==> src/hw/rtl/alct_pkg.sv <==
// Shared types, constants and register codes of the alive counter timestamp checker.
package alct_pkg;

	localparam int NUM_CHANNELS_DEF = 16;
	localparam int CH_W             = 4;
	localparam int CFG_IDX_W        = 4;
	localparam int CFG_DATA_W       = 32;
	localparam int CNT_W            = 16;
	localparam int STAMP_W          = 32;
	localparam int DEB_W            = 29;
	localparam int BOUND_W          = 33;
	localparam int STUCK_W          = 8;
	localparam int MASK_W           = 16;

	localparam logic [STUCK_W-1:0] STUCK_SAT = 8'd255;

	localparam logic [CNT_W-1:0]   RST_MAX_WRAP_STEP = 16'd2;
	localparam logic [STUCK_W-1:0] RST_MAX_CONST     = 8'd2;
	localparam logic [CNT_W-1:0]   RST_COUNTER_MAX   = 16'hFFFF;
	localparam logic [STAMP_W-1:0] RST_STAMP_MAX     = 32'hFFFF_FFFF;
	localparam logic [DEB_W-1:0]   RST_DEBOUNCE      = 29'd100;
	localparam logic [BOUND_W-1:0] RST_WIDE_BOUND    = 33'd1000;
	localparam logic [MASK_W-1:0]  RST_MASK          = 16'hFFFF;

	typedef enum logic [CFG_IDX_W-1:0] {
		REG_MAX_WRAP_STEP = 4'd0,
		REG_MAX_CONST     = 4'd1,
		REG_COUNTER_MAX   = 4'd2,
		REG_STAMP_MAX     = 4'd3,
		REG_DEBOUNCE      = 4'd4,
		REG_MC_MASK       = 4'd5,
		REG_TS_MASK       = 4'd6,
		REG_CC_MASK       = 4'd7
	} cfg_reg_t;

	typedef struct packed {
		logic               round_start;
		logic [CH_W-1:0]    channel;
		logic               present;
		logic [CNT_W-1:0]   cycle_count;
		logic [CNT_W-1:0]   meas_count;
		logic [STAMP_W-1:0] stamp;
		logic [STAMP_W-1:0] base_stamp;
	} in_t;

	typedef struct packed {
		logic       meas_fail;
		logic       stamp_back_fail;
		logic       stamp_old_fail;
		logic       cycle_back_fail;
		logic       cycle_stuck_fail;
		logic [2:0] alive_error;
	} out_t;

	typedef struct packed {
		logic [CNT_W-1:0]   max_wrap_step;
		logic [STUCK_W-1:0] max_constant_items;
		logic [CNT_W-1:0]   counter_max;
		logic [STAMP_W-1:0] timestamp_max;
		logic [DEB_W-1:0]   debounce_time;
		logic [BOUND_W-1:0] wide_bound;
		logic [MASK_W-1:0]  mc_check_mask;
		logic [MASK_W-1:0]  ts_check_mask;
		logic [MASK_W-1:0]  cc_check_mask;
	} cfg_t;

	typedef struct packed {
		logic [CNT_W-1:0]   cycle;
		logic [CNT_W-1:0]   meas;
		logic [STAMP_W-1:0] stamp;
		logic [STUCK_W-1:0] stuck;
	} chan_t;

endpackage

==> src/hw/rtl/alct_check.sv <==
// Counter and timestamp checks of one request against its channel history.
module alct_check #(
	parameter int NUM_CHANNELS = alct_pkg::NUM_CHANNELS_DEF
) (
	input  alct_pkg::in_t   item,
	input  alct_pkg::chan_t prev,
	input  alct_pkg::cfg_t  cfg,
	input  logic [2:0]      round_error,
	output logic            in_range,
	output logic            upd,
	output alct_pkg::chan_t next,
	output alct_pkg::out_t  res,
	output logic [2:0]      round_error_next
);

	localparam int CW = alct_pkg::CNT_W + 2;
	localparam int SW = alct_pkg::STAMP_W + 2;

	logic mc_en, ts_en, cc_en;
	logic signed [CW-1:0] step_meas, step_cyc, bound_cnt;
	logic signed [SW-1:0] step_back, step_old, bound_ts;
	logic [alct_pkg::STAMP_W-1:0] base_min;
	logic f_meas, f_back, f_old, f_cback, f_stuck;
	logic cyc_wrap_far;
	logic [alct_pkg::STUCK_W-1:0] stuck_inc;
	logic [2:0] err_bits, err_base;

	assign in_range = ({1'b0, item.channel} < (alct_pkg::CH_W + 1)'(NUM_CHANNELS));
	assign upd      = item.present && (item.channel != '0) && in_range;

	assign mc_en = cfg.mc_check_mask[item.channel];
	assign ts_en = cfg.ts_check_mask[item.channel];
	assign cc_en = cfg.cc_check_mask[item.channel];

	assign bound_cnt = $signed(CW'(cfg.max_wrap_step));
	assign bound_ts  = $signed(SW'(cfg.wide_bound));

	assign step_meas = $signed(CW'(cfg.counter_max) - CW'(prev.meas) + CW'(item.meas_count));
	assign step_cyc  = $signed(CW'(cfg.counter_max) - CW'(prev.cycle) + CW'(item.cycle_count));
	assign step_back = $signed(SW'(cfg.timestamp_max) - SW'(prev.stamp) + SW'(item.stamp));
	assign step_old  = $signed(SW'(cfg.timestamp_max) - SW'(item.base_stamp) + SW'(item.stamp));
	assign base_min  = item.base_stamp - alct_pkg::STAMP_W'(cfg.debounce_time);

	assign cyc_wrap_far = step_cyc > bound_cnt;
	assign stuck_inc    = (prev.stuck == alct_pkg::STUCK_SAT) ? prev.stuck : prev.stuck + 8'd1;

	always_comb begin
		f_meas  = upd && mc_en && (item.meas_count < prev.meas) && (step_meas > bound_cnt);
		f_back  = upd && ts_en && (item.stamp < prev.stamp) && (step_back > bound_ts);
		f_old   = upd && ts_en
			&& (item.base_stamp > alct_pkg::STAMP_W'(cfg.debounce_time))
			&& (item.stamp < base_min) && (step_old > bound_ts);
		f_cback = 1'b0;
		f_stuck = 1'b0;

		next.cycle = item.cycle_count;
		next.meas  = item.meas_count;
		next.stamp = item.stamp;
		next.stuck = prev.stuck;

		if (upd && cc_en) begin
			if (item.cycle_count < prev.cycle) begin
				if (cyc_wrap_far) begin
					f_cback = 1'b1;
				end else begin
					next.stuck = '0;
				end
			end else if (item.cycle_count == prev.cycle) begin
				next.stuck = stuck_inc;
				f_stuck    = stuck_inc > cfg.max_constant_items;
			end else begin
				next.stuck = '0;
			end
		end

		err_bits = {f_cback || f_stuck, f_back || f_old, f_meas};
		err_base = item.round_start ? 3'b000 : round_error;
		round_error_next = err_base | err_bits;

		res.meas_fail        = f_meas;
		res.stamp_back_fail  = f_back;
		res.stamp_old_fail   = f_old;
		res.cycle_back_fail  = f_cback;
		res.cycle_stuck_fail = f_stuck;
		res.alive_error      = round_error_next;
	end

endmodule

==> config.mk <==
export PLATFORM = sky130hd
export DESIGN_NAME = alct_check
export DESIGN_NICKNAME = d
export VERILOG_FILES = /design/src/hw/rtl/alct_pkg.sv /design/src/hw/rtl/alct_check.sv
export SDC_FILE = /design/constraint.sdc
export NUM_CORES = 1
export LEC_CHECK = 0
export ABC_AREA = 1
export BUFFER_PORTS_ARGS = -buffer_cell sky130_fd_sc_hd__buf_2
export CORE_MARGIN = 2
export CORE_UTILIZATION = 57
export DETAILED_ROUTE_END_ITERATION = 10
export PLACE_DENSITY = 0.85
export SYNTH_ARGS = -nofsm -noshare
export SYNTH_HDL_FRONTEND = slang
export SYNTH_SLANG_ARGS = --single-unit
==> constraint.sdc <==
create_clock -name vclk -period 5.15
set_input_delay 0 -clock vclk [all_inputs]
set_output_delay 0 -clock vclk [all_outputs]
set_load 0.1 [all_outputs]
; ---- Yosys cells after proc, flatten, opt, wreduce, memory -nomap -nowiden
; Cells that the tools add are included.
[op_classes]
magnitude_cmp = 11
addsub = 10
muxes = 18
n_reduce_logical = 14
eq_ne = 2
n_bitwise = 1
[ops]
columns = cell, n
row1 = 33-bit by 33-bit adder with 34-bit output, 2
row2 = 34-bit greater-than comparator, 2
row3 = 32-bit by 32-bit subtractor with 33-bit output, 2
row4 = 32-bit less-than comparator, 2
row5 = 8-bit 2-to-1 mux, 5
row6 = 17-bit by 17-bit adder with 18-bit output, 2
row7 = 18-bit by 17-bit greater-than comparator with 1-bit output, 2
row8 = 16-bit by 16-bit subtractor with 17-bit output, 2
row9 = 32-bit by 29-bit greater-than comparator with 1-bit output, 1
row10 = 16-bit less-than comparator, 2
row11 = 32-bit by 29-bit subtractor with 32-bit output, 1
row12 = 16-bit == test, 1
row13 = 1-bit binary-select mux with 4-bit select, 3
row14 = 1-bit logical AND, 11
row15 = 1-bit 2-to-1 mux, 9
row16 = "8-bit by 1-bit adder with 8-bit output, second input constant", 1
row17 = "8-bit == test, second input constant", 1
row18 = 8-bit greater-than comparator, 1
row19 = "4-bit by 5-bit less-than comparator with 1-bit output, second input constant", 1
row20 = 4-bit nonzero test, 1
row21 = 3-bit 2-to-1 mux, 1
row22 = 3-bit OR, 1
row23 = 1-bit logical OR, 2
[totals]
out_inout_bits = 85
regBits = 0
in_bits = 359

; ---- Depth between registers and ports, before layout
; Gate-level depths: netlist of the first run.
[depth]
word_depth = 8
ltp_mapped = 36

; ---- Worst setup path before layout of the first run
; No wires, ideal clock.
[synth_path]
path_kind = input -> output
startpoint = in cfg[110] (netlist name)
endpoint = out round_error_next[1]
stages = 33
required_ns = 5.150
slack_ns = -0.217
n_path_buf = 1
t_arrival_ns = 5.367
path_cell_list = inv_1 > ha_1 > fa_1 > o21ai_1 > a21oi_1 > o21ai_1 > a21oi_1 > o21bai_1 > xor2_1 > ha_1 > a21oi_1 > inv_1 > a21oi_1 > inv_1 > a21oi_1 > a21boi_0 > nand2_1 > a31oi_1 > xor2_1 > inv_1 > ha_1 > nand2_1 > inv_1 > nand4_1 > nor4_1 > nor2_1 > nand3_1 > nor2_1 > nand2_1 > nor2_1 > nand2_1 > nand3_1 > buf_4
[synth_lines]
columns = item, line
row1 = "start, declared", alct_check.sv:7  ; input alct_pkg::cfg_t cfg,
row2 = "end, declared", alct_check.sv:13  ; output logic [2:0] round_error_next

; ---- Final worst setup path of the first run
[layout_path]
startpoint = in cfg[110] (netlist name)
endpoint = out round_error_next[1]
[layout_via]
elab_chain_cells = 6
word_cells_on_any_way = 10
cone_classes = add/sub (4) / order compare (2) / bitwise (1) / reduce/logical (3)
[layout_lines]
columns = item, line
row1 = "32-bit by 32-bit subtractor with 33-bit output, on equally long branches", "alct_check.sv:40, alct_check.sv:41"
row2 = "33-bit by 33-bit adder with 34-bit output, on equally long branches", "alct_check.sv:40, alct_check.sv:41"
row3 = "34-bit greater-than comparator, on equally long branches", "alct_check.sv:49, alct_check.sv:52"
row4 = "1-bit logical AND, on equally long branches", "alct_check.sv:49, alct_check.sv:52"
row5 = 1-bit logical OR (*), alct_check.sv:76  ; err_bits = {f_cback || f_stuck, f_back || f_old, f_meas};
row6 = 3-bit OR (*), alct_check.sv:78  ; round_error_next = err_base | err_bits;
; Mark *: on every way between the ends. The rest lies on a longest branch, timed or not.

==> results.yml, run 1 <==
sta:
  tns_ns: 0
  hold_slack_ns: 0.400
  rsz0062_at_grt: "true"
  hold_violations: 0
  fin_crit_sh_pct: 97.2
  finalCriticalPeriod_ns: 5.00
  clock.fmax_ghz: 0.200
  max_slew_margin_pct: 29.6
  maxSlewViolCount: 0
  setup_ws_ns: 0.147
  setup_viol: 0
  worst_pin_slew_ns: 1.05
logic_synthesis:
  muxShareOfSynthArea_pct: 0.464
  avgSynthCellArea_um2: 6.19
  yosysSeqAreaShare_pct: 0
  synthAdderAreaFrac_pct: 31.8
  synth_warnings: 0
  yosysTopAreaCell: "ha_1"
  syn_nets: 3583
  synthTopCellsByArea: "ha_1, nand2_1, a21oi_1"
  synth_cell_types: 48
  synth_compound_area_share_pct: 22.1
  yosysTopAreaCellShare_pct: 30.8
  netlist_area_um2: 17300
  synth-simple-area-share_pct: 22.3
  synth_xor_area_share_pct: 10.5
  synth_top_family_by_area: "adder cells"
  netlist_instances: 2790
worst_setup_path:
  crit_family: "simple AND/OR/NAND/NOR gates"
  cp_slowest_stage_delay_ns: 0.40
  end_kind: "output port"
  worstPathRequired_ns: 5.15
  critPathLaunchType: "input pin"
  crit_type: "input pin to output port"
  crit_top_cell: "a21oi_2"
  crit_buf_inv: 7
  critPathMaxFanout: 3
  critPathArrivalTime_ns: 5.00
  crit_slowest_cell: "fa_2"
global_route:
  grt_pass1_vias: 20400
  grt_pass1_wl_um: 102000
  grt_overflow: 0
  gr-usage-all-layers_pct: 41.0
  antenna_found_initial: 4
  grt_max_degree: 42
drt:
  wire_per_inst_um: 18.9
  dr.first_iter.drc_count: 1577
  wl_um: 68500
  vias: 21200
  drtPass1Iterations: 6
  route.detailed.drc: 0
  via_per_inst: 5.87
  drt.antenna.violating_nets: 0
floorplan:
  coreArea_um2: 29700
  die_w_um: 178
  pin_count: 444
  fp.dieArea_um2: 31700
  start_util_pct: 58.1
  die_h_um: 178
  num_rows: 63
layout:
  final_common_cell: "nand2_1"
  final_cell_mix: "nand2_1, buf_2, inv_1"
  multi_input_area_um2: 15500
  area_growth_pct: 18.1
  nFillCells: 2733
  nClkBuffers: 0
  ff_latch_area_um2: 0
  drive_gt1_share_pct: 18.6
  seq_cell_count: 0
  utilization_pct: 68.7
  fin_nets: 4016
  finalNonFillerCells: 3616
placed_design:
  pre_cts_ws_ns: -0.0263
  io_buffers: 443
  dp_hpwl_um: 60600
  gp_congestion: 1.03
  place_inst: 3605
clocking:
  cts_hold_buf: 0
power:
  p_leak_nw: 11.7
  vdd_drop_max_mv: 0.0922
  p_per_area_nw_per_um2: 248
hold_path:
  min_path_type: "input pin to output port"
flow_run:
  drv_cap: 0
outcome:
  status: "completed"
## path summary, 6_finish.rpt
check                start                  end  slack (ns)  depth (start not counted)
setup / recovery  cfg[110]  round_error_next[1]        0.15                         33
hold / removal    item[64]             next[40]        0.40                          2
## report_power, final
group | internal, mW | switching [mW] | total, mW | leakage (nW)
registers | 0 | 0 | 0 | 0
logic | 1.87 | 3.20 | 5.06 | 11.7
clock network | 0.00000000738 | 0 | 0.00000000741 | 0.0000312
## cells by family after synthesis
family	Yosys count
compound gates	692
xor+xnor	207
fa+ha+maj	434
buf+inv	509
mux	8
other cells	1
simple gates	939
## synth_stat cells, drive strengths merged (2+ instances only)
library cell / n
o21a: 4
nand3b: 4
o211ai: 18
o21bai: 15
a21oi: 369
or2: 2
fa: 9
o2111ai: 6
nand4: 29
nor3: 31
xnor2: 83
a21o: 28
o21ai: 190
o31ai: 3
a21boi: 20
nor4: 21
inv: 429
nand3: 104
buf: 80
mux2i: 8
o221ai: 2
a31oi: 13
o211a: 2
nor2: 205
xor2: 124
a211oi: 13
ha: 425
nand2: 541
## routing by layer
| layer | global-route usage, % | wire [µm] | vias up |
|---|---|---|---|
| met4 | 28.9 | 5730 | 0 |
| li1 | - | - | 10300 |
| met1 | 44.2 | 25000 | 9549 |
| met2 | 72.8 | 31900 | 1145 |
| met3 | 6.54 | 5870 | 272 |
| met5 | 0 | 0 | - |
## through the flow
stage | total power [mW] | cell area, µm²
6_report | 5.06 | 20400
5_1_grt | 5.55 | 20400
4_1_cts | 4.79 | 19900
3_5_place_dp | 4.77 | 19900
3_3_place_gp | 4.63 | 19900
2_1_floorplan | 3.39 | 17300
## timing repair
item | 4_1_cts | 5_1_grt
setup endpoints to repair | 2 | 7
resized for setup | 1 | 103
buffers inserted | 0 | 6
pin swaps | 0 | 39
## final cells by class
cell class	instances	area share (%)
antenna	5	0.0613
timing repair buffer	511	13.7
inverter	429	7.89
tap	390	2.39
multi-input combinational	2281	76.0
Note: power is estimated with default switching activity, not from simulation.
==> inputs of run 2 (changes only) <==
Settings changed: CELL_PAD_IN_SITES_DETAIL_PLACEMENT set to 0, CELL_PAD_IN_SITES_GLOBAL_PLACEMENT set to 1, CORE_UTILIZATION 57 to 39, PLACE_DENSITY 0.85 to 0.89.
==> results.yml, run 2 (same netlist as run 1, synthesis figures left out) <==
layout:
  final_cell_mix: "nand2_1, buf_2, inv_1"
  drive_gt1_share_pct: 17.7
  ff_latch_area_um2: 0
  nClkBuffers: 0
  multi_input_area_um2: 15400
  nFillCells: 4859
  utilization_pct: 46.6
  fin_nets: 3983
  final_common_cell: "nand2_1"
  area_growth_pct: 18.6
  seq_cell_count: 0
global_route:
  grt_pass1_wl_um: 100000
  antenna_found_initial: 16
  grt_pass1_vias: 19400
  grt_overflow: 0
  grt_max_degree: 42
  gr-usage-all-layers_pct: 27.2
worst_setup_path:
  worstPathRequired_ns: 5.15
  critPathLaunchType: "input pin"
  end_kind: "output port"
  cp_slowest_stage_delay_ns: 0.48
  crit_type: "input pin to output port"
  critPathArrivalTime_ns: 4.87
  crit_slowest_cell: "nor4_2"
  critical_path.endpoint: "res[1]"
  cp-startpoint: "prev[24]"
  path_cells: "buf_2, inv_1, ha_1, nand2_1, nor4_2, nand3_1, nand3_1, xor2_1, ha_1, a21oi_1, o21ai_0, a21oi_1, nand3_2, xor2_1, ha_1, nand2_1, nor4_2, nand3_1, nand3b_1, nand4_1, nor2_2, nand3_2, nand3_4, buf_12"
  path_depth: 24
  crit_buf_inv: 3
  crit_family: "simple AND/OR/NAND/NOR gates"
  critPathMaxFanout: 5
placed_design:
  dp_hpwl_um: 60300
  gp_congestion: 0.961
  pre_cts_ws_ns: 0.0136
  io_buffers: 443
floorplan:
  fp.dieArea_um2: 46000
  start_util_pct: 39.3
  pin_count: 444
  die_h_um: 214
  coreArea_um2: 43900
  num_rows: 77
  die_w_um: 214
outcome:
  status: "completed"
sta:
  max_slew_margin_pct: 48.0
  worst_pin_slew_ns: 0.772
  fin_crit_sh_pct: 94.6
  setup_viol: 0
  finalCriticalPeriod_ns: 4.87
  maxSlewViolCount: 0
  hold_violations: 0
  setup_ws_ns: 0.276
  clock.fmax_ghz: 0.205
hold_path:
  min_path_type: "input pin to output port"
  worstHoldStart: "item[80]"
drt:
  dr.first_iter.drc_count: 994
  drt.antenna.violating_nets: 0
  wl_um: 66100
  wire_per_inst_um: 17.4
  drtPass1Iterations: 5
  vias: 20000
  via_per_inst: 5.27
  route.detailed.drc: 0
power:
  power.total_mw: 4.83
  p_per_area_nw_per_um2: 235
  vdd_drop_max_mv: 0.0956
  p_leak_nw: 11.5
flow_run:
  drv_cap: 0
## run 2: cell types whose count changed in the layout (fill, tap and decap cells not counted), moves of 3 or more
cell | before | now
buf_12 | 4 | 13
buf_2 | 437 | 429
buf_4 | 69 | 35
diode_2 | 5 | 9
ha_2 | 2 | 6
nand2_1 | 527 | 530
nand2_2 | 14 | 11
o21ai_1 | 27 | 24
## run 2: worst min-delay path by stage
| stage | endpoint | slack, ns | cells after the start |
|---|---|---|---|
| after floorplan | next[10] | 0.21 | 1 |
| after global placement | next[56] | 0.40 | 2 |
| after detailed placement | next[56] | 0.41 | 2 |
| after CTS | next[56] | 0.40 | 2 |
| after global routing | next[56] | 0.41 | 2 |
| final | next[56] | 0.40 | 2 |
## run 2: final cells by class
type | count | share of cell area (%)
multi-input cells | 2281 | 75.4
diodes | 9 | 0.110
repair buffers | 478 | 13.1
well taps | 592 | 3.61
inverters | 429 | 7.86
## run 2: through the flow
step | cell area (µm²) | cells | setup TNS, ns | hold WS (ns)
5_1_grt | 20500 | 3785 | -0.332 | 0.411
6_report | 20500 | 3789 | 0 | 0.401
3_5_place_dp | 20000 | 3767 | 0 | 0.406
3_3_place_gp | 20000 | 3767 | 0 | 0.401
4_1_cts | 20000 | 3767 | 0 | 0.404
2_1_floorplan | 17300 | 2790 | 0 | 0.212
## run 2: repair_timing
item / 4_1_cts / 5_1_grt
gates resized for setup: 0 / 93
setup buffers: 0 / 13
endpoints found under the setup margin: 0 / 15
hold buffers: 0 / 0
## run 2: metal layers
| metal | GRT usage (%) | share of wire (%) |
|---|---|---|
| met2 | 51.0 | 48 |
| met1 | 32.3 | 42 |
| met4 | 8.68 | 4.1 |
| met3 | 2.33 | 5.4 |
| met5 | 0 | 0.10 |
## run 2: where the power goes
part	internal [mW]	total [mW]	switching, mW
sequential	0	0	0
combinational	1.80	4.83	3.03
clock	0.000000234	0.000000234	0
==> inputs of run 3 (changes only) <==
Settings changed: CORE_MARGIN 2 to 4, CORE_UTILIZATION 39 to 35, PLACE_DENSITY 0.89 to 0.85.
Clock period 5.15 ns to 4.2 ns, I/O delays scaled along.
==> results.yml, run 3 (same netlist as run 1, synthesis figures left out) <==
floorplan:
  pin_count: 444
  die_w_um: 230
  die_h_um: 230
  num_rows: 81
  start_util_pct: 35.4
  coreArea_um2: 48800
  fp.dieArea_um2: 53000
sta:
  maxSlewViolCount: 0
  worst_pin_slew_ns: 1.05
  tns_ns: -1.76
  max_slew_margin_pct: 29.6
  hold_violations: 0
  rsz0062_at_grt: "true"
  fin_crit_sh_pct: 111
  hold_slack_ns: 0.410
  finalCriticalPeriod_ns: 4.67
  setup_ws_ns: -0.470
  setup_viol: 4
  clock.fmax_ghz: 0.214
worst_setup_path:
  cp-startpoint: "cfg[110]"
  critPathLaunchType: "input pin"
  critical_path.endpoint: "res[1]"
  crit_type: "input pin to output port"
  cp_slowest_stage_delay_ns: 0.36
  crit_slowest_cell: "ha_1"
  critPathMaxFanout: 4
  worstPathRequired_ns: 4.20
  end_kind: "output port"
  critPathArrivalTime_ns: 4.67
outcome:
  status: "finished with violations"
  violations: "setup timing"
global_route:
  grt_pass1_vias: 21500
  antenna_found_initial: 9
  grt_pass1_wl_um: 109000
  grt_overflow: 0
  grt_max_degree: 42
  gr-usage-all-layers_pct: 25.5
power:
  vdd_drop_max_mv: 0.123
  p_per_area_nw_per_um2: 300
  power.total_mw: 7.82
  p_leak_nw: 14.5
placed_design:
  pre_cts_ws_ns: -0.858
  io_buffers: 443
  gp_congestion: 0.989
  dp_hpwl_um: 65300
layout:
  final_cell_mix: "buf_4, nand2_1, buf_2"
  fin_nets: 4541
  utilization_pct: 53.3
  area_growth_pct: 50.7
  drive_gt1_share_pct: 35.3
  ff_latch_area_um2: 0
  seq_cell_count: 0
  nClkBuffers: 0
  final_common_cell: "buf_4"
drt:
  wl_um: 73100
  dr.first_iter.drc_count: 940
  wire_per_inst_um: 16.6
  drt.antenna.violating_nets: 0
  vias: 21900
  drtPass1Iterations: 5
  route.detailed.drc: 0
  via_per_inst: 4.97
hold_path:
  min_path_type: "input pin to output port"
flow_run:
  drv_cap: 0
## run 3: changes by cell type in the layout (fill, tap and decap cells not counted), moves of 19 or more
cell,previous run,this run
a21oi_1,345,301
ha_4,0,21
nand2_1,530,479
buf_4,35,588
o21ai_0,156,136
a21oi_2,22,62
nand2_2,11,47
ha_1,419,400
## run 3: metal layers
metal / up-vias / part of all wire (%) / global-route usage [%] / wire length [µm]
met4: 12 / 3.9 / 8.19 / 2860
met2: 581 / 50 / 48.2 / 36500
li1: 11300 / - / - / -
met5: - / 0.092 / 0 / 67
met1: 9942 / 42 / 30.1 / 30300
met3: 108 / 4.5 / 2.14 / 3280
## run 3: per-stage QoR
step                      std cells  cell area [µm²]
after CTS                      4392            25000
after floorplan                2790            17400
final                          4412            26000
after detailed placement       4370            24200
after global routing           4411            26000
after global placement         4370            24200
## run 3: worst min path at each step
| stage | start | endpoint | depth (start not counted) |
|---|---|---|---|
| after floorplan | item[34] | next[10] | 1 |
| after global placement | item[74] | next[50] | 2 |
| after detailed placement | item[76] | next[52] | 2 |
| after CTS | item[74] | next[50] | 2 |
| after global routing | item[74] | next[50] | 2 |
| final | item[74] | next[50] | 2 |
## run 3: what timing repair did
action / in CTS / in global routing
setup buffers: 22 / 18
setup endpoints to repair: 18 / 18
hold buffers: 0 / 0
gates resized for setup: 161 / 205
pin swaps: 90 / 128
## run 3: critical path: cells and delay by family
kind | cells | cell delay [ns]
XOR/XNOR | 2 | 0.22
AND/OR/NAND/NOR | 17 | 1.91
adder cells (fa/ha/maj) | 4 | 1.11
buffers and inverters | 8 | 0.78
AO/OA/AOI/OAI | 4 | 0.65
## run 3: cell type report
class	count	area, µm²
antenna	2	5.00
timing repair buffer	1036	7010
multi-input combinational	2281	16600
inverter	429	1630
fill	5021	22800
tap	664	831
## run 3: where the power goes
| part | switching (mW) | total, mW | internal [mW] | leakage, nW |
|---|---|---|---|---|
| clock | 0 | 0.0000000638 | 0.0000000637 | 0.0000127 |
| combinational | 4.29 | 7.82 | 3.53 | 14.5 |
| sequential | 0 | 0 | 0 | 0 |
| total | 4.29 | 7.82 | 3.53 | 14.5 |
